**config.mk**
```make
export PLATFORM = sky130hd
export DESIGN_NAME = sobel_em_cfg
export DESIGN_NICKNAME = d
export VERILOG_FILES = /design/src/rtl/sobel_em_pkg.sv /design/src/rtl/sobel_em_cfg.sv
export SDC_FILE = /design/constraint.sdc
export NUM_CORES = 1
export LEC_CHECK = 0
export ABC_AREA = 1
export BUFFER_PORTS_ARGS = -buffer_cell sky130_fd_sc_hd__clkbuf_2
export CAP_MARGIN = 15
export CORE_MARGIN = 3
export CORE_UTILIZATION = 43
export CTS_CLUSTER_SIZE = 10
export DETAILED_ROUTE_END_ITERATION = 6
export PLACE_DENSITY = 0.77
export SLEW_MARGIN = 5
export SYNTH_ARGS = -nofsm -noshare
export SYNTH_HDL_FRONTEND = slang
export SYNTH_SLANG_ARGS = --single-unit
```
**constraint.sdc**
```tcl
create_clock -name clk -period 1.3 [get_ports clk]
set_input_delay 0.065 -clock clk [delete_from_list [all_inputs] [get_ports clk]]
set_output_delay 0.065 -clock clk [all_outputs]
set_load 0.01 [all_outputs]
```
**src/rtl/sobel_em_pkg.sv**
```systemverilog
package sobel_em_pkg;

  // frame limits
  localparam int MAX_WIDTH  = 4096;
  localparam int MAX_HEIGHT = 4096;

  // field and counter widths
  localparam int PIX_W   = 8;
  localparam int SIZE_W  = 13;
  localparam int COL_W   = $clog2(MAX_WIDTH);
  localparam int ROW_W   = $clog2(MAX_HEIGHT);
  localparam int COORD_W = 12;
  localparam int SUM_W   = PIX_W + 2;
  localparam int GRAD_W  = PIX_W + 3;

  // apb port
  localparam int APB_ADDR_W = 3;
  localparam int APB_DATA_W = 32;

  // size register reset values and limits
  localparam logic [SIZE_W-1:0] WIDTH_RESET  = SIZE_W'(640);
  localparam logic [SIZE_W-1:0] HEIGHT_RESET = SIZE_W'(480);
  localparam logic [SIZE_W-1:0] SIZE_MIN     = SIZE_W'(3);
  localparam logic [SIZE_W-1:0] WIDTH_MAX    = SIZE_W'(MAX_WIDTH);
  localparam logic [SIZE_W-1:0] HEIGHT_MAX   = SIZE_W'(MAX_HEIGHT);

  // window reaches two rows and two columns back
  localparam int WIN_SPAN = 2;

  // magnitude saturation
  localparam logic [PIX_W-1:0] MAG_MAX = PIX_W'(255);

  // register word index
  typedef enum logic {
    REG_IMAGE_WIDTH  = 1'b0,
    REG_IMAGE_HEIGHT = 1'b1
  } reg_idx_t;

  typedef logic [PIX_W-1:0] pixel_t;

  // one window column, top row first
  typedef struct packed {
    pixel_t top;
    pixel_t mid;
    pixel_t bot;
  } column_t;

  // position tag carried with each pixel down the pipeline
  typedef struct packed {
    logic               emit;
    logic               last;
    logic [COORD_W-1:0] row;
    logic [COORD_W-1:0] col;
  } pos_t;

endpackage

```
**src/rtl/sobel_em_cfg.sv**
```systemverilog
module sobel_em_cfg (
  input  logic                                clk,
  input  logic                                rst,
  input  logic                                psel,
  input  logic                                penable,
  input  logic                                pwrite,
  input  logic [sobel_em_pkg::APB_ADDR_W-1:0] paddr,
  input  logic [sobel_em_pkg::APB_DATA_W-1:0] pwdata,
  output logic [sobel_em_pkg::APB_DATA_W-1:0] prdata,
  output logic                                pready,
  output logic [sobel_em_pkg::SIZE_W-1:0]     width,
  output logic [sobel_em_pkg::SIZE_W-1:0]     height
);

  logic [sobel_em_pkg::SIZE_W-1:0] image_width;
  logic [sobel_em_pkg::SIZE_W-1:0] image_height;
  sobel_em_pkg::reg_idx_t          sel;
  logic                            wr;

  assign pready = 1'b1;
  assign sel    = sobel_em_pkg::reg_idx_t'(paddr[2]);
  assign wr     = psel && penable && pwrite;

  // register writes
  always_ff @(posedge clk) begin
    if (rst) begin
      image_width  <= sobel_em_pkg::WIDTH_RESET;
      image_height <= sobel_em_pkg::HEIGHT_RESET;
    end else if (wr) begin
      case (sel)
        sobel_em_pkg::REG_IMAGE_WIDTH:  image_width  <= pwdata[sobel_em_pkg::SIZE_W-1:0];
        sobel_em_pkg::REG_IMAGE_HEIGHT: image_height <= pwdata[sobel_em_pkg::SIZE_W-1:0];
        default: ;
      endcase
    end
  end

  // read mux
  always_comb begin
    case (sel)
      sobel_em_pkg::REG_IMAGE_WIDTH:  prdata = sobel_em_pkg::APB_DATA_W'(image_width);
      sobel_em_pkg::REG_IMAGE_HEIGHT: prdata = sobel_em_pkg::APB_DATA_W'(image_height);
      default:                        prdata = '0;
    endcase
  end

  // sizes in use, clamped to the supported range
  always_comb begin
    if (image_width < sobel_em_pkg::SIZE_MIN) begin
      width = sobel_em_pkg::SIZE_MIN;
    end else if (image_width > sobel_em_pkg::WIDTH_MAX) begin
      width = sobel_em_pkg::WIDTH_MAX;
    end else begin
      width = image_width;
    end
    if (image_height < sobel_em_pkg::SIZE_MIN) begin
      height = sobel_em_pkg::SIZE_MIN;
    end else if (image_height > sobel_em_pkg::HEIGHT_MAX) begin
      height = sobel_em_pkg::HEIGHT_MAX;
    end else begin
      height = image_height;
    end
  end

endmodule

```
==> results.tsv <==
metric	value	unit
status	complete, but fails checks	
failing checks	negative setup slack	
crit end category	output port	
Static Leak	1.07	nW
worst path bufs/invs	2	
Die H	68.0	um
Hold WC Path Type	in -> reg	
critical path class	reg -> out	
diode count	0	
H-tree levels	1	
nets	339	
reg2reg setup slack	0.48	ns
RSZ-0062 raised after global routing	yes	
number of enable flip-flop cells after synthesis	0	
Worst-path clk slew	0.09	ns
WP data arrival	1.39	ns
Design Power	1.87	mW
Ys Warns	0	
Root Driver	clkbuf_8	
Setup WS post-layout	-0.152	ns
GPL Wtd Cong	0.852	
total CTS buffers	3	
Layout Utilization	59.5	%
PD cells	891	mW/mm^2
Fin. Hold Viols	0	
switching share of power	26.2	%
Layout area overhead	27.0	%
GRT Total Usage	17.9	%
DP Cell Count	334	
Worst R2R Start	image_height[12]	
Top Ports	99	
total wire length	3.98	mm
Die ar.	0.00462	mm^2
Seq pwr share	45.4	%
FP Rows	21	
largest net degree at the start of global routing	25	
Synth Flop Type	dfxtp_1	
CTS tree	built	
delay of the slowest critical-path stage	0.33	ns
hold depth	3	
Vias/cell	4.78	
number of synthesized register bits	26	
initial antenna violation count	0	
Worst R2R End	image_height[12]	
fillers	343	
CP Launch Type	flop	
Routed Antenna Nets	0	
Core Footprint	0.00352	mm^2
Max rail drop VDD	0.616	mV
Hold Path End	image_height[5]	
Period minus WS final	1.45	ns
via count	1644	
Remaining DRCs	0	
Slew Limit Fails	0	
Hold Crit Start	pwdata[5]	
initial drt markers	40	
PortBufs	57	
Seq/Total Area, Yosys	31.5	%
Distinct cells, synth	27	
Post-Synthesis Cell Area	0.00165	mm^2
clock buffer depth	2	
Clock Power Share	35.5	%
clock latency on the worst-skew pair	0.27	ns
Starting Density	46.9	%
endpoints failing setup	24	
Async S/R FF share, synth	0	%
wire length per cell	11.6	um
crit path max fanout	10	
worst endpoint required time	1.24	ns
Finished Layout Cells	344	
share of layout cells above drive strength 1	43.3	%
f_max	689	MHz
Hold WS	0.0281	ns
Hold Buf Count CTS	0	
Overflow after GRT	0	
Combinational Power Share	19.1	%
largest delay contributor family on the critical path	simple AND/OR/NAND/NOR gates	
Worst Skew	0	ns
Detailed Place HPWL	3.10	mm
synthesized instance count	233	
Pre-Repair DR Iteration Count	4	
Die W	68.0	um
internal power	1.38	mW
Post-Syn Area per Cell	7.08	um^2
vias in the first global route	1455	
Sink Count	26	
maximum capacitance violations	0	
DP Worst Slack	0.0550	ns
Reg2Reg Depth	2	
Psw	0.489	mW
Period Utilization, post-route	112	%
Critical Path Slowest Stage Cell	dfxtp_2	
CP Cell Sequence	nor2_1 -> nand2_1 -> nor2_2 -> nand2_1 -> nand2_2 -> inv_4 -> nor2_1 -> clkbuf_2	
first-pass GRT wire length	6.46	mm
## routing by layer
layer / global-route usage (%) / vias up / share of wire, %
met1: 23.2 / 746 / 43
li1: - / 829 / -
met3: 3.78 / 2 / 7.5
met5: 0 / - / 0
met4: 4.47 / 0 / 0.43
met2: 30.0 / 67 / 49
## cell families after synthesis
| group | synth area share (%) |
|---|---|
| buffers and inverters | 21.6 |
| AO/OA/AOI/OAI | 25.9 |
| flip-flops | 31.5 |
| AND/OR/NAND/NOR | 20.5 |
| other | 0.455 |
## cells in the final DEF (no fill, tap or decap), drive strengths merged
cell / synthesis / final
inv: 28 / 28
nand2: 39 / 40
a21boi: 9 / 9
clkbuf: 3 / 38
conb: 2 / 20
nand3: 7 / 7
dfxtp: 26 / 26
a21oi: 19 / 19
nor3: 2 / 2
buf: 30 / 40
bufinv: 0 / 1
o211ai: 2 / 2
or2: 1 / 1
o21ai: 34 / 34
nor2: 31 / 31
## power groups by stage
stage | Combinational [mW] | Sequential, mW | Clock [mW]
detailed placement | 0.328 | 0.864 | 0
global placement | 0.324 | 0.863 | 0
floorplan | 0.255 | 0.860 | 0
CTS | 0.354 | 0.845 | 0.671
finish | 0.357 | 0.847 | 0.663
global route | 0.402 | 0.851 | 0.708
## worst max path at each step
stage	from	end	slack, ns	depth (start not counted)
final	image_width[5]	width[2]	-0.15	8
after floorplan	image_height[10]	height[10]	0.28	6
after global placement	image_height[3]	height[0]	0.05	8
after CTS	image_width[5]	width[8]	-0.14	8
after global routing	image_width[5]	width[8]	-0.26	8
after detailed placement	image_width[7]	width[7]	0.06	8
## cells in the mapped netlist, types with 2 or more instances
library cell,count,area (um^2)
o21ai_2,2,17.5
inv_2,2,7.51
buf_2,5,25.0
dfxtp_1,26,521
buf_4,21,158
o211ai_1,2,15.0
clkbuf_1,2,7.51
o21ai_1,7,35.0
inv_1,25,93.8
nor3_1,2,10.0
buf_6,4,45.0
conb_1,2,7.51
nand3_1,6,30.0
a21oi_2,7,61.3
a21oi_1,11,55.1
o21ai_0,25,125
nor2_4,2,22.5
a21boi_2,9,101
nand2_1,38,143
nor2_1,28,105
## timing repair
item / in CTS / in global routing
gates cloned: 1 / 0
setup buffers: 5 / 0
setup endpoints to repair: 24 / 24
pin swaps: 7 / 7
gates resized for setup: 17 / 32
## registers in the layout (all words and copies together) (netlist names)
register,count
image_width,13
image_height,13
## through the flow
stage	cell area [um^2]	setup TNS, ns
floorplan	1720	0
CTS	2070	-2.78
finish	2100	-2.73
global route	2100	-4.93
global placement	1910	0
detailed placement	1910	0
## tightest hold or removal path: stages
cell      delay, ns
clkbuf_2       0.09
nand2_1        0.05
nand3_1        0.06
## cell type report
cell class                 count  area (um^2)  share of cell area, %
inverter                      28          110                   5.25
multi-input combinational    165          900                   42.9
sequential                    26          531                   25.3
clock buffer                   3         41.3                   1.97
tap                           46         57.6                   2.75
timing repair buffer          75          427                   20.4
clock inverter                 1         30.0                   1.43
Power figures use the tool's default switching activity.
