<file path="config.mk">
export PLATFORM = sky130hd
export DESIGN_NAME = sobel_em_kernel
export DESIGN_NICKNAME = d
export VERILOG_FILES = /design/src/rtl/sobel_em_pkg.sv /design/src/rtl/sobel_em_kernel.sv
export SDC_FILE = /design/constraint.sdc
export NUM_CORES = 1
export LEC_CHECK = 0
export ABC_CLOCK_PERIOD_IN_PS = 6850
export BUFFER_PORTS_ARGS = -buffer_cell sky130_fd_sc_hd__buf_4
export CAP_MARGIN = 5
export CELL_PAD_IN_SITES_DETAIL_PLACEMENT = 0
export CELL_PAD_IN_SITES_GLOBAL_PLACEMENT = 1
export CORE_MARGIN = 2
export CORE_UTILIZATION = 40
export DETAILED_ROUTE_END_ITERATION = 8
export PLACE_DENSITY_LB_ADDON = 0.1
export SKIP_LAST_GASP = 1
export SYNTH_ARGS = -nofsm -noshare
export SYNTH_HDL_FRONTEND = slang
export SYNTH_SLANG_ARGS = --single-unit
</file>
<file path="constraint.sdc">
create_clock -name clk -period 6.85 [get_ports clk]
set_input_delay 1.37 -clock clk [delete_from_list [all_inputs] [get_ports clk]]
set_output_delay 1.37 -clock clk [all_outputs]
set_load 0.01 [all_outputs]
</file>
<file path="src/rtl/sobel_em_pkg.sv">
package sobel_em_pkg;

  // frame limits
  localparam int MAX_WIDTH  = 4096;
  localparam int MAX_HEIGHT = 4096;

  // field and counter widths
  localparam int PIX_W   = 8;
  localparam int SIZE_W  = 13;
  localparam int COL_W   = $clog2(MAX_WIDTH);
  localparam int ROW_W   = $clog2(MAX_HEIGHT);
  localparam int COORD_W = 12;
  localparam int SUM_W   = PIX_W + 2;
  localparam int GRAD_W  = PIX_W + 3;

  // apb port
  localparam int APB_ADDR_W = 3;
  localparam int APB_DATA_W = 32;

  // size register reset values and limits
  localparam logic [SIZE_W-1:0] WIDTH_RESET  = SIZE_W'(640);
  localparam logic [SIZE_W-1:0] HEIGHT_RESET = SIZE_W'(480);
  localparam logic [SIZE_W-1:0] SIZE_MIN     = SIZE_W'(3);
  localparam logic [SIZE_W-1:0] WIDTH_MAX    = SIZE_W'(MAX_WIDTH);
  localparam logic [SIZE_W-1:0] HEIGHT_MAX   = SIZE_W'(MAX_HEIGHT);

  // window reaches two rows and two columns back
  localparam int WIN_SPAN = 2;

  // magnitude saturation
  localparam logic [PIX_W-1:0] MAG_MAX = PIX_W'(255);

  // register word index
  typedef enum logic {
    REG_IMAGE_WIDTH  = 1'b0,
    REG_IMAGE_HEIGHT = 1'b1
  } reg_idx_t;

  typedef logic [PIX_W-1:0] pixel_t;

  // one window column, top row first
  typedef struct packed {
    pixel_t top;
    pixel_t mid;
    pixel_t bot;
  } column_t;

  // position tag carried with each pixel down the pipeline
  typedef struct packed {
    logic               emit;
    logic               last;
    logic [COORD_W-1:0] row;
    logic [COORD_W-1:0] col;
  } pos_t;

endpackage

</file>
<file path="src/rtl/sobel_em_kernel.sv">
module sobel_em_kernel (
  input  logic                           clk,
  input  logic                           rst,
  input  logic                           en,
  input  logic                           in_valid,
  input  sobel_em_pkg::pos_t             in_pos,
  input  sobel_em_pkg::column_t          cur,
  output logic                           out_valid,
  output sobel_em_pkg::pos_t             out_pos,
  output logic [sobel_em_pkg::PIX_W-1:0] mag
);

  sobel_em_pkg::column_t                  win0;
  sobel_em_pkg::column_t                  win1;
  logic [sobel_em_pkg::SUM_W-1:0]         gx_pos;
  logic [sobel_em_pkg::SUM_W-1:0]         gx_neg;
  logic [sobel_em_pkg::SUM_W-1:0]         gy_pos;
  logic [sobel_em_pkg::SUM_W-1:0]         gy_neg;
  logic signed [sobel_em_pkg::GRAD_W-1:0] gx_next;
  logic signed [sobel_em_pkg::GRAD_W-1:0] gy_next;
  logic signed [sobel_em_pkg::GRAD_W-1:0] gx;
  logic signed [sobel_em_pkg::GRAD_W-1:0] gy;
  logic [sobel_em_pkg::SUM_W-1:0]         gx_abs;
  logic [sobel_em_pkg::SUM_W-1:0]         gy_abs;
  logic [sobel_em_pkg::GRAD_W-1:0]        l1;
  logic                                   s2_valid;
  sobel_em_pkg::pos_t                     s2_pos;

  // weighted row and column sums of the 3x3 window
  always_comb begin
    gx_neg = sobel_em_pkg::SUM_W'(win0.top) + (sobel_em_pkg::SUM_W'(win1.top) << 1)
           + sobel_em_pkg::SUM_W'(cur.top);
    gx_pos = sobel_em_pkg::SUM_W'(win0.bot) + (sobel_em_pkg::SUM_W'(win1.bot) << 1)
           + sobel_em_pkg::SUM_W'(cur.bot);
    gy_neg = sobel_em_pkg::SUM_W'(win0.top) + (sobel_em_pkg::SUM_W'(win0.mid) << 1)
           + sobel_em_pkg::SUM_W'(win0.bot);
    gy_pos = sobel_em_pkg::SUM_W'(cur.top) + (sobel_em_pkg::SUM_W'(cur.mid) << 1)
           + sobel_em_pkg::SUM_W'(cur.bot);
    gx_next = $signed(sobel_em_pkg::GRAD_W'(gx_pos)) - $signed(sobel_em_pkg::GRAD_W'(gx_neg));
    gy_next = $signed(sobel_em_pkg::GRAD_W'(gy_pos)) - $signed(sobel_em_pkg::GRAD_W'(gy_neg));
  end

  // window shift and gradient stage control
  always_ff @(posedge clk) begin
    if (rst) begin
      win0     <= '0;
      win1     <= '0;
      s2_valid <= 1'b0;
    end else if (en) begin
      s2_valid <= in_valid && in_pos.emit;
      if (in_valid) begin
        win0 <= win1;
        win1 <= cur;
      end
    end
  end

  // gradient stage payload
  always_ff @(posedge clk) begin
    if (en) begin
      gx     <= gx_next;
      gy     <= gy_next;
      s2_pos <= in_pos;
    end
  end

  // l1 magnitude with saturation
  always_comb begin
    gx_abs = gx[sobel_em_pkg::GRAD_W-1] ? sobel_em_pkg::SUM_W'(-gx) : sobel_em_pkg::SUM_W'(gx);
    gy_abs = gy[sobel_em_pkg::GRAD_W-1] ? sobel_em_pkg::SUM_W'(-gy) : sobel_em_pkg::SUM_W'(gy);
    l1     = sobel_em_pkg::GRAD_W'(gx_abs) + sobel_em_pkg::GRAD_W'(gy_abs);
    if (l1 > sobel_em_pkg::GRAD_W'(sobel_em_pkg::MAG_MAX)) begin
      mag = sobel_em_pkg::MAG_MAX;
    end else begin
      mag = l1[sobel_em_pkg::PIX_W-1:0];
    end
  end

  assign out_valid = s2_valid;
  assign out_pos   = s2_pos;

endmodule

</file>
==> qor.csv <==
metric;value;unit
grt_pass1_vias;4192;
first_pass_iters;4;
p_int;1.647;mW
swShare;35.69;%
powerDensity;352.3;nW/um^2
netlist_area;6082;sq um
synthArstFlopShare;0;%
io_buffers;88;
cts.sinks;97;
nNetsFinal;811;
fin_util;48.36;%
clkTransAtPathRegs;60;ps
start_util;40.46;%
viasPerCell;4.900;
die_x;127.3;microns
fmax;0.2157;GHz
rsz0062_at_grt;no;
overflow;0;
grt_usage;15.91;%
post-place-cells;835;
path_class;flip-flop to output pin;
cp.buffers_inverters;1;
finalSetupTns;0;ps
maxCapViolCount;0;
area_growth;19.54;%
worst_pin_slew;674.8;ps
die_h;127.3;microns
irDropWorstVdd;187.5;uV
ios;89;
postCtsSetupRepairBufs;0;
worstSetupStartpointType;flip-flop;
layout_min_cycle_time;4636;ps
final_common_cell;nand2_1;
syn_inst;574;
post-place-ws;2234;ps
grt_max_degree;53;
place.detailed.hpwl;9473;microns
total_leakage_power;2.784;nW
layout.cells.non_filler;851;
p_comb_share;46.3;%
max_stage_delay;600;ps
cts_buffers;9;
layout_common_cells;110 x nand2_1, 90 x buf_4, 63 x fa_1, 61 x inv_1, 56 x a21oi_1;
clkPwrFrac;22.6;%
yosys-top-cells-area;edfxtp_1 24%, fa_1 21%, dfxtp_1 16%;
die_area;16210;sq um
post_cts_resized;0;
antenna_cells;0;
cts_root_buf;clkbuf_16;
path_max_fanout;7;
rows;45;
synth_largest_area_cell;edfxtp_1;
globalplace.congestion;0.7885;
p_sw;0.9142;mW
seqPwrFrac;31.1;%
placed_area;6927;sq um
fin_ws;2214;ps
cp_slowest_cell;or4_4;
wl;12180;microns
yosys.cell_types.count;44;
critical_path_arrival;3270;ps
status;finished clean;
slew_headroom;55.01;%
fin_skew;7.341;ps
syn_avg_cell_area;10.60;sq um
drt_iter0_markers;135;
worstSetupEndpointType;output pin;
ant_nets;0;
route.detailed.drc;0;
h-tree-depth;3;
setup_viol;0;
hold_buffers;0;
required;5480;ps
path_cells;or4_4 > o31ai_2 > xnor2_1 > ha_1 > nor3_1 > nand4b_1 > nor4_1 > a32oi_2 > or2_1 > buf_4;
vias;4170;
ys_warn_count;0;
antenna_found_initial;0;
synth_nets;727;
stdcell_area;7271;sq um
clockBufferDepth;2;
core_area;15030;sq um
grt_first_pass_wirelength;20180;microns
synth_seq_cells;97;
hold_class;flip-flop to flip-flop;
synthFlopType;dfxtp_1;
synth_edf_count;48;
yosys.area.top_type_share;23.70;%
cts_tree;yes;
clock_latency;350;ps
post_drt_wl_per_cell;14.31;microns
post-route-period-util;67.67;%
final_max_slew_viol_count;0;
finalHoldViolations;0;
drive_above_1_share;17.35;%
yosysSeqAreaShare;39.83;%
critical_path.top_delay_family;simple AND/OR/NAND/NOR gates;
==> power groups by stage <==
stage | clock [mW] | combinational (mW) | sequential [mW]
after global placement | 0 | 1.18 | 0.809
after CTS | 0.599 | 1.20 | 0.798
after detailed placement | 0 | 1.20 | 0.811
final | 0.579 | 1.19 | 0.797
after floorplan | 0 | 0.897 | 0.790
after global routing | 0.616 | 1.35 | 0.806
==> kinds of logic after synthesis <==
kind of cell	Yosys count	share of synthesized area, %
compound gates	104	10.90
xor+xnor	34	4.896
fa+ha+maj	99	28.14
buf+inv	78	4.855
flops	97	39.83
simple gates	162	11.38
==> registers in the layout (all words and copies together) (netlist names) <==
name       flops
gx            11
gy            11
out_pos       26
out_valid      1
win0          24
win1          24
==> path summary, 6_finish.rpt <==
path | endpoint | from | cells after the start | slack [ps]
worst max-delay path | mag[6] | gx[0] | 10 | 2210
worst min-delay path | win0[11] | win1[11] | 2 | 450
worst max register to register | gy[9] | win0[2] | 11 | 3360
worst min register to register | win0[11] | win1[11] | 2 | 450
==> per-stage QoR <==
step,power [mW],hold slack (ps)
final,2.561,450.5
after global routing,2.771,466.6
after CTS,2.601,455.5
after detailed placement,2.007,444.2
after global placement,1.986,435.9
after floorplan,1.687,432.1
==> layer usage <==
layer | vias up | share of wire [%] | track usage [%]
li1 | 2070 | - | -
met1 | 1996 | 44 | 19.97
met2 | 90 | 50 | 27.05
met3 | 14 | 4.3 | 3.601
met4 | 0 | 1.6 | 5.688
met5 | - | 0 | 0
==> worst reg2reg max path: cells and delay by family, from the launching register on <==
kind / cells / cell delay [ps]
compound gates: 2 / 270
xor+xnor: 1 / 60
simple gates: 2 / 290
buf+inv: 2 / 150
fa+ha+maj: 4 / 2080
flops: 1 / 390
==> synthesized netlist by cell type (2+ instances only) <==
cell type	n
o31ai_2	2
xor2_1	7
nand2_1	110
clkbuf_1	13
o21a_1	6
buf_1	2
nor3_1	7
o2111ai_1	2
nor2b_1	2
nor2_1	16
nor4_1	3
a211oi_1	3
dfxtp_1	49
o21ai_0	9
a21o_1	3
o22ai_1	2
nand3_1	5
ha_1	36
a31oi_1	2
o41ai_1	2
o31ai_1	4
nand2b_1	7
inv_1	61
a211oi_2	2
a21oi_1	56
o21bai_1	5
fa_1	63
xnor2_1	27
edfxtp_1	48
or2_1	4
buf_2	2
or3_1	2
==> layout make-up <==
class / count / area [sq um]
timing repair buffer: 90 / 675.6
clock buffer: 10 / 229.0
tap: 188 / 235.2
fill: 1415 / 7762
sequential: 97 / 2422
clock inverter: 6 / 115.1
multi-input combinational: 399 / 3364
inverter: 61 / 229.0
Note: power is estimated with default switching activity, not from simulation.
