## config.mk

```make
export PLATFORM = sky130hd
export DESIGN_NAME = sobel_em_scan
export DESIGN_NICKNAME = d
export VERILOG_FILES = /design/src/rtl/sobel_em_pkg.sv /design/src/rtl/sobel_em_scan.sv
export SDC_FILE = /design/constraint.sdc
export NUM_CORES = 1
export LEC_CHECK = 0
export BUFFER_PORTS_ARGS = -buffer_cell sky130_fd_sc_hd__buf_2
export CAP_MARGIN = 20
export CORE_UTILIZATION = 55
export CTS_CLUSTER_DIAMETER = 100
export DETAILED_ROUTE_END_ITERATION = 6
export HOLD_SLACK_MARGIN = 0.12
export PLACE_DENSITY = 0.84
export SETUP_SLACK_MARGIN = 0.5
export SLEW_MARGIN = 20
export SYNTH_ARGS = -nofsm -noshare
export SYNTH_HDL_FRONTEND = slang
export SYNTH_SLANG_ARGS = --single-unit
```

## constraint.sdc

```tcl
create_clock -name clk -period 7.5 [get_ports clk]
set_clock_uncertainty 0.05 [all_clocks]
set_input_delay 0.375 -clock clk [delete_from_list [all_inputs] [get_ports clk]]
set_output_delay 0.375 -clock clk [all_outputs]
set_load 0.005 [all_outputs]
```

## src/rtl/sobel_em_pkg.sv

```systemverilog
package sobel_em_pkg;

  // frame limits
  localparam int MAX_WIDTH  = 4096;
  localparam int MAX_HEIGHT = 4096;

  // field and counter widths
  localparam int PIX_W   = 8;
  localparam int SIZE_W  = 13;
  localparam int COL_W   = $clog2(MAX_WIDTH);
  localparam int ROW_W   = $clog2(MAX_HEIGHT);
  localparam int COORD_W = 12;
  localparam int SUM_W   = PIX_W + 2;
  localparam int GRAD_W  = PIX_W + 3;

  // apb port
  localparam int APB_ADDR_W = 3;
  localparam int APB_DATA_W = 32;

  // size register reset values and limits
  localparam logic [SIZE_W-1:0] WIDTH_RESET  = SIZE_W'(640);
  localparam logic [SIZE_W-1:0] HEIGHT_RESET = SIZE_W'(480);
  localparam logic [SIZE_W-1:0] SIZE_MIN     = SIZE_W'(3);
  localparam logic [SIZE_W-1:0] WIDTH_MAX    = SIZE_W'(MAX_WIDTH);
  localparam logic [SIZE_W-1:0] HEIGHT_MAX   = SIZE_W'(MAX_HEIGHT);

  // window reaches two rows and two columns back
  localparam int WIN_SPAN = 2;

  // magnitude saturation
  localparam logic [PIX_W-1:0] MAG_MAX = PIX_W'(255);

  // register word index
  typedef enum logic {
    REG_IMAGE_WIDTH  = 1'b0,
    REG_IMAGE_HEIGHT = 1'b1
  } reg_idx_t;

  typedef logic [PIX_W-1:0] pixel_t;

  // one window column, top row first
  typedef struct packed {
    pixel_t top;
    pixel_t mid;
    pixel_t bot;
  } column_t;

  // position tag carried with each pixel down the pipeline
  typedef struct packed {
    logic               emit;
    logic               last;
    logic [COORD_W-1:0] row;
    logic [COORD_W-1:0] col;
  } pos_t;

endpackage

```

## src/rtl/sobel_em_scan.sv

```systemverilog
module sobel_em_scan (
  input  logic                             clk,
  input  logic                             rst,
  input  logic                             advance,
  input  logic [sobel_em_pkg::SIZE_W-1:0]  width,
  input  logic [sobel_em_pkg::SIZE_W-1:0]  height,
  output logic [sobel_em_pkg::COL_W-1:0]   col_addr,
  output sobel_em_pkg::pos_t               pos
);

  logic [sobel_em_pkg::COL_W-1:0]  col;
  logic [sobel_em_pkg::COL_W-1:0]  col_next;
  logic [sobel_em_pkg::ROW_W-1:0]  row;
  logic [sobel_em_pkg::ROW_W-1:0]  row_next;
  logic [sobel_em_pkg::SIZE_W-1:0] col_ext;
  logic [sobel_em_pkg::SIZE_W-1:0] row_ext;

  assign col_ext  = sobel_em_pkg::SIZE_W'(col);
  assign row_ext  = sobel_em_pkg::SIZE_W'(row);
  assign col_addr = col;

  // raster counters, wrapping at the current size
  always_comb begin
    col_next = col;
    row_next = row;
    if (advance) begin
      if (col_ext + sobel_em_pkg::SIZE_W'(1) >= width) begin
        col_next = '0;
        if (row_ext + sobel_em_pkg::SIZE_W'(1) >= height) begin
          row_next = '0;
        end else begin
          row_next = row + sobel_em_pkg::ROW_W'(1);
        end
      end else begin
        col_next = col + sobel_em_pkg::COL_W'(1);
        if (row_ext >= height) begin
          row_next = '0;
        end
      end
    end
  end

  always_ff @(posedge clk) begin
    if (rst) begin
      col <= '0;
      row <= '0;
    end else begin
      col <= col_next;
      row <= row_next;
    end
  end

  // window position of the pixel at the counters
  always_comb begin
    pos.emit = (row >= sobel_em_pkg::ROW_W'(sobel_em_pkg::WIN_SPAN))
            && (col >= sobel_em_pkg::COL_W'(sobel_em_pkg::WIN_SPAN));
    pos.last = (row_ext == height - sobel_em_pkg::SIZE_W'(1))
            && (col_ext == width - sobel_em_pkg::SIZE_W'(1));
    pos.row  = sobel_em_pkg::COORD_W'(row - sobel_em_pkg::ROW_W'(sobel_em_pkg::WIN_SPAN));
    pos.col  = sobel_em_pkg::COORD_W'(col - sobel_em_pkg::COL_W'(sobel_em_pkg::WIN_SPAN));
  end

endmodule

```

==> flow_metrics.py, run 1 <==
metrics = {
    "global_route": {
        "grt_pass1_wl_um": 14400,
        "grtUsageMet1_pct": 31.4,
        "grt_pass1_vias": 3286,
        "grt_use_met3_pct": 2.50,
        "antenna_found_initial": 0,
        "grt_use_met2_pct": 54.1,
        "grt_usage_pct": 28.3,
        "globalRouteOverflowTotal": 0,
        "grt_start_max_net_pins": 29,
        "grt_busiest_layer": "met2",
    },
    "sta": {
        "slew_headroom_pct": 27.3,
        "max_freq_ghz": 0.245,
        "tightest_slew_ns": 1.08,
        "finalHoldViolCount": 0,
        "fin_crit_ns": 4.09,
        "setup_viol": 0,
        "tns_ns": 0,
        "maxSlewViolCount": 0,
        "min_period_over_period_pct": 54.5,
        "grt_setup_unrepaired": "false",
    },
    "synth": {
        "syn_nets": 541,
        "async_flop_share_pct": 0,
        "netlist_instances": 464,
        "syn_area_um2": 3390,
        "yosysSeqAreaShare_pct": 14.2,
        "synth.distinct_cells": 50,
        "yosys_warnings": 0,
        "avgSynthCellArea_um2": 7.31,
        "dominantRegCellSynth": "dfxtp_1",
        "synth_edf_count": 0,
        "ys_seq_elements": 24,
    },
    "routing": {
        "vias": 3484,
        "routed_wl_um": 8890,
        "drt_iter0_markers": 196,
        "drc": 0,
        "vias_per_cell": 6.01,
        "antenna_left": 0,
        "routedWlPerCell_um": 15.3,
        "dr.pass1.iters": 4,
    },
    "cts": {
        "cts-resized-gates": 0,
        "cts_buffers": 3,
        "cts_tree": "done",
        "clk-insertion-delay-late_ns": 0.27,
        "postCtsHoldBufs": 0,
        "cts_root_buffer": "clkbuf_8",
        "clk_path_buf_depth": 2,
        "h-tree-depth": 1,
        "post-cts-setup-buffers": 0,
        "clk_pin_slew_worst_paths_ns": 0.09,
        "cts.sinks": 24,
    },
    "worst_hold_path": {
        "min_to": "col_addr[1]",
        "worstHoldStart": "rst",
        "hp-class": "in2reg",
        "whs_path_depth": 2,
    },
    "critical_path": {
        "crit_type": "reg2reg",
        "cpLargestDelayFamily": "compound AO/OA/AOI/OAI gates",
        "arrival_ns": 4.24,
        "cp_num_buf_inv": 0,
        "worstPathCellList": "ha_1 > and3_1 > and3_1 > and3_1 > and3_1 > ha_1 > a21oi_1 > o21ai_0 > a21oi_1 > o31ai_1 > o41ai_2 > a21oi_1 > o22ai_1",
        "rr_worst_depth": 13,
        "worstPathMaxFanout": 12,
        "startpoint_type": "flop",
        "r2r_setup_slack_ns": 3.41,
        "critPathMostFrequentCell": "and3_1",
        "cp.required_ns": 7.65,
        "r2r-start": "col_addr[1]",
        "max_stage_delay_ns": 1.03,
        "worstSetupEndpointType": "flop",
        "crit_slowest_cell": "o41ai_2",
        "r2r-end": "row[2]",
    },
    "die": {
        "die_area_um2": 6490,
        "ios": 67,
        "die_y_um": 80.5,
        "initial_core_util_pct": 57.3,
        "core-area_um2": 5920,
        "row_count": 28,
        "die_x_um": 80.5,
    },
    "place": {
        "portBuffers": 66,
        "placed_area_um2": 3700,
        "place_hpwl_um": 7190,
        "placed_cells": 576,
        "gp_congestion": 0.906,
    },
    "cells_and_area": {
        "drive_above_1_share_pct": 15.8,
        "area_delta_synth_final_pct": 11.1,
        "post_layout_nonfiller_instances": 580,
        "n_antenna_cell": 0,
        "final_common_cell": "buf_2",
        "nNetsFinal": 583,
        "final_area_um2": 3770,
        "final_cell_mix": "buf_2, ha_1, nand2_1",
    },
    "run_status": {
        "run_status": "complete, no violations",
    },
    "pwr": {
        "powerDensity_nw_per_um2": 87.7,
        "irDropWorstVdd_uv": 64.2,
        "p_leak_nw": 1.75,
        "fin_total_pwr_mw": 0.330,
    },
    "run": {
        "drv_cap": 0,
    },
}
## kinds of logic after synthesis
kind of cell    Yosys count  share of synthesized area, %
compound gates           90                          16.9
xor+xnor                 61                          16.2
fa+ha+maj                48                          17.7
buf+inv                  70                          8.26
flops                    24                          14.2
mux                       3                         0.885
simple gates            168                          25.9
## where the power goes
| part | total, mW | switching, mW | internal (mW) |
|---|---|---|---|
| Clock | 0.116 | 0.0450 | 0.0714 |
| Combinational | 0.0843 | 0.0502 | 0.0341 |
| Sequential | 0.130 | 0.00155 | 0.128 |
| Total | 0.330 | 0.0967 | 0.234 |
## routing by layer
metal  routed length (µm)  vias up
li1                     -     1716
met2                 4510      119
met3                  523       20
met1                 3590     1629
met5                    0        -
met4                  268        0
## flip-flops by register name, summed over array words and instances, names as in the netlist
signal / count
col_addr: 12
row: 12
## worst max path at each step
| stage | to | depth (start not counted) | slack (ns) | start |
|---|---|---|---|---|
| 2_1_floorplan | row[8] | 14 | 4.13 | col_addr[1] |
| 3_3_place_gp | row[2] | 13 | 3.75 | col_addr[1] |
| 3_5_place_dp | row[2] | 13 | 3.46 | col_addr[1] |
| 4_1_cts | row[2] | 13 | 3.43 | col_addr[1] |
| 5_1_grt | row[2] | 13 | 2.99 | col_addr[1] |
| 6_report | row[2] | 13 | 3.41 | col_addr[1] |
## cells in the mapped netlist (5+ instances only)
cell,n,area [µm²]
inv_1,41,154
nand2b_1,9,56.3
xnor2_1,34,298
dfxtp_1,24,480
a32o_1,7,70.1
xor2_1,26,228
nand2_1,44,165
nor2_1,30,113
a21oi_1,35,175
nor3_1,11,55.1
a211oi_1,5,37.5
nand4_1,15,93.8
clkbuf_1,18,67.6
nand3_1,21,105
nor4_1,8,50.1
o21ai_0,17,85.1
a31oi_1,7,43.8
buf_2,5,25.0
and3_1,7,43.8
ha_1,48,601
## final cells by class
cell class,instances,area (µm²)
timing repair buffer,66,330
tap,75,93.8
multi-input combinational,370,2640
clock inverter,1,30.0
fill,529,2150
clock buffer,3,41.3
inverter,41,154
sequential,24,480
## through the flow
step | worst slack [ns] | hold WS (ns) | utilization, %
detailed placement | 3.46 | 0.529 | 62.5
global route | 2.99 | 0.429 | 63.7
CTS | 3.43 | 0.417 | 63.7
global placement | 3.75 | 0.506 | 62.5
finish | 3.41 | 0.405 | 63.7
floorplan | 4.13 | 0.394 | -
Note: power is estimated with default switching activity, not from simulation.
==> run 2, diff against run 1 <==
- clock period: 7.5 -> 4.26 ns (I/O delays scaled with it)
==> flow_metrics.py, run 2 (synthesis results as in run 1) <==
metrics = {
    "cells_and_area": {
        "area_delta_synth_final_pct": 11.8,
        "n_antenna_cell": 0,
        "nNetsFinal": 585,
        "final_cell_mix": "buf_2, ha_1, nand2_1",
        "drive_above_1_share_pct": 17.0,
        "final_common_cell": "buf_2",
        "post-route-util_pct": 64.1,
        "final_area_um2": 3790,
    },
    "routing": {
        "drt_iter0_markers": 197,
        "drc": 0,
        "routedWlPerCell_um": 15.2,
        "dr.pass1.iters": 4,
        "vias": 3491,
        "antenna_left": 0,
        "vias_per_cell": 6.00,
        "routed_wl_um": 8840,
    },
    "place": {
        "placed_area_um2": 3710,
        "portBuffers": 66,
        "place_hpwl_um": 7000,
        "gp_congestion": 0.910,
    },
    "die": {
        "die_y_um": 80.5,
        "core-area_um2": 5920,
        "row_count": 28,
        "die_area_um2": 6490,
        "ios": 67,
        "die_x_um": 80.5,
        "initial_core_util_pct": 57.3,
    },
    "worst_hold_path": {
        "worstHoldStart": "rst",
        "min_to": "col_addr[1]",
        "hp-class": "in2reg",
        "whs_path_depth": 2,
    },
    "global_route": {
        "grt_pass1_wl_um": 14500,
        "grt_start_max_net_pins": 29,
        "antenna_found_initial": 0,
        "globalRouteOverflowTotal": 0,
        "grt_pass1_vias": 3260,
        "grt_usage_pct": 28.3,
    },
    "sta": {
        "tightest_slew_ns": 0.598,
        "slew_headroom_pct": 59.8,
        "setup_viol": 0,
        "finalHoldViolCount": 0,
        "max_freq_ghz": 0.283,
        "tns_ns": 0,
        "fin_crit_ns": 3.53,
        "maxSlewViolCount": 0,
        "grt_setup_unrepaired": "false",
        "min_period_over_period_pct": 83.0,
    },
    "pwr": {
        "power_frac_seq_pct": 38.9,
        "clkPwrFrac_pct": 35.5,
        "irDropWorstVdd_uv": 126,
        "comb_power_share_pct": 25.6,
        "powerDensity_nw_per_um2": 155,
        "p_switching_mw": 0.175,
        "p_leak_nw": 1.76,
        "fin_total_pwr_mw": 0.587,
        "switching_share_pct": 29.7,
        "power_report.internal_total_mw": 0.413,
    },
    "critical_path": {
        "r2r-end": "row[2]",
        "cp.required_ns": 4.00,
        "rr_worst_depth": 15,
        "r2r-start": "col_addr[0]",
        "r2r_setup_slack_ns": 0.76,
        "cp_num_buf_inv": 2,
        "worstSetupEndpointType": "primary output",
        "crit_type": "reg2out",
        "worstPathCellList": "inv_1 > ha_1 > nor4b_2 > o2111ai_1 > a2111oi_2 > or4b_1 > a2111oi_2 > nor4b_2 > buf_2",
        "crit_slowest_cell": "or4b_1",
        "cpLargestDelayFamily": "simple AND/OR/NAND/NOR gates",
        "arrival_ns": 3.27,
        "max_stage_delay_ns": 0.50,
        "startpoint_type": "flop",
        "worstPathMaxFanout": 9,
    },
    "cts": {
        "cts_tree": "done",
        "clk-insertion-delay-late_ns": 0.28,
        "clk_pin_slew_worst_paths_ns": 0.09,
        "cts_root_buffer": "clkbuf_8",
        "clk_path_buf_depth": 2,
        "postCtsHoldBufs": 0,
        "cts.sinks": 24,
        "h-tree-depth": 1,
        "cts_buffers": 3,
    },
    "run": {
        "drv_cap": 0,
    },
    "run_status": {
        "run_status": "complete, no violations",
    },
}
[run 2: cell count changes in the layout (fill, tap and decap cells not counted)]
cell and change:
buf_4 +2, dfxtp_2 +1, nor3_2 +1, o311a_2 +1, and3_2 +1, nor3_1 -1
o311a_1 -1, dfxtp_1 -1, and3_1 -1
[run 2: worst reg2reg max path, cell delays in order (launching register included)]
cell,delay (ns)
dfxtp_1,0.42
ha_1,0.27
and3_1,0.25
and3_2,0.27
nand3_1,0.11
xnor2_1,0.26
ha_1,0.30
a21oi_1,0.15
o21ai_0,0.10
a21oi_1,0.19
o31ai_1,0.09
buf_4,0.17
o41ai_2,0.33
buf_4,0.23
a21oi_1,0.07
o22ai_1,0.16
[run 2: area by class of cell]
type                       instances  area [µm²]
fill                             502        2130
clock buffer                       3        41.3
clock inverter                     1        30.0
tap                               75        93.8
inverter                          41         154
sequential                        24         482
multi-input combinational        370        2650
timing repair buffer              68         345
[run 2: stage by stage]
step / setup WS, ns / hold slack [ns] / std cells
after floorplan: 0.890 / 0.232 / 464
after global placement: 0.871 / 0.493 / 578
after detailed placement: 0.650 / 0.502 / 578
after CTS: 0.619 / 0.250 / 582
after global routing: 0.499 / 0.259 / 582
final: 0.726 / 0.242 / 582
[run 2: worst max path at each step]
| stage | cells past startpoint | end | from | slack, ns |
|---|---|---|---|---|
| 2_1_floorplan | 14 | row[8] | col_addr[1] | 0.89 |
| 3_3_place_gp | 15 | row[8] | col_addr[1] | 0.87 |
| 3_5_place_dp | 15 | row[2] | col_addr[1] | 0.65 |
| 4_1_cts | 15 | row[2] | col_addr[1] | 0.62 |
| 5_1_grt | 13 | row[8] | row[1] | 0.50 |
| 6_report | 9 | pos[24] | row[0] | 0.73 |
[run 2: power by group through the flow]
stage / clock [mW] / combinational (mW) / sequential (mW)
after floorplan: 0 / 0.0915 / 0.233
after global placement: 0 / 0.142 / 0.234
after detailed placement: 0 / 0.148 / 0.234
after CTS: 0.208 / 0.149 / 0.228
after global routing: 0.217 / 0.168 / 0.229
final: 0.208 / 0.150 / 0.229
[run 2: what timing repair did]
action / CTS / global route
setup endpoints to repair: 0 / 16
buffers inserted: 0 / 0
gates resized for setup: 0 / 4
[run 2: layer usage]
layer	part of all wire [%]	vias to the layer above	GRT usage [%]
li1	-	1721	-
met1	42	1632	33.0
met2	50	119	52.5
met3	5.3	19	2.27
met4	2.7	0	11.3
met5	0	-	0
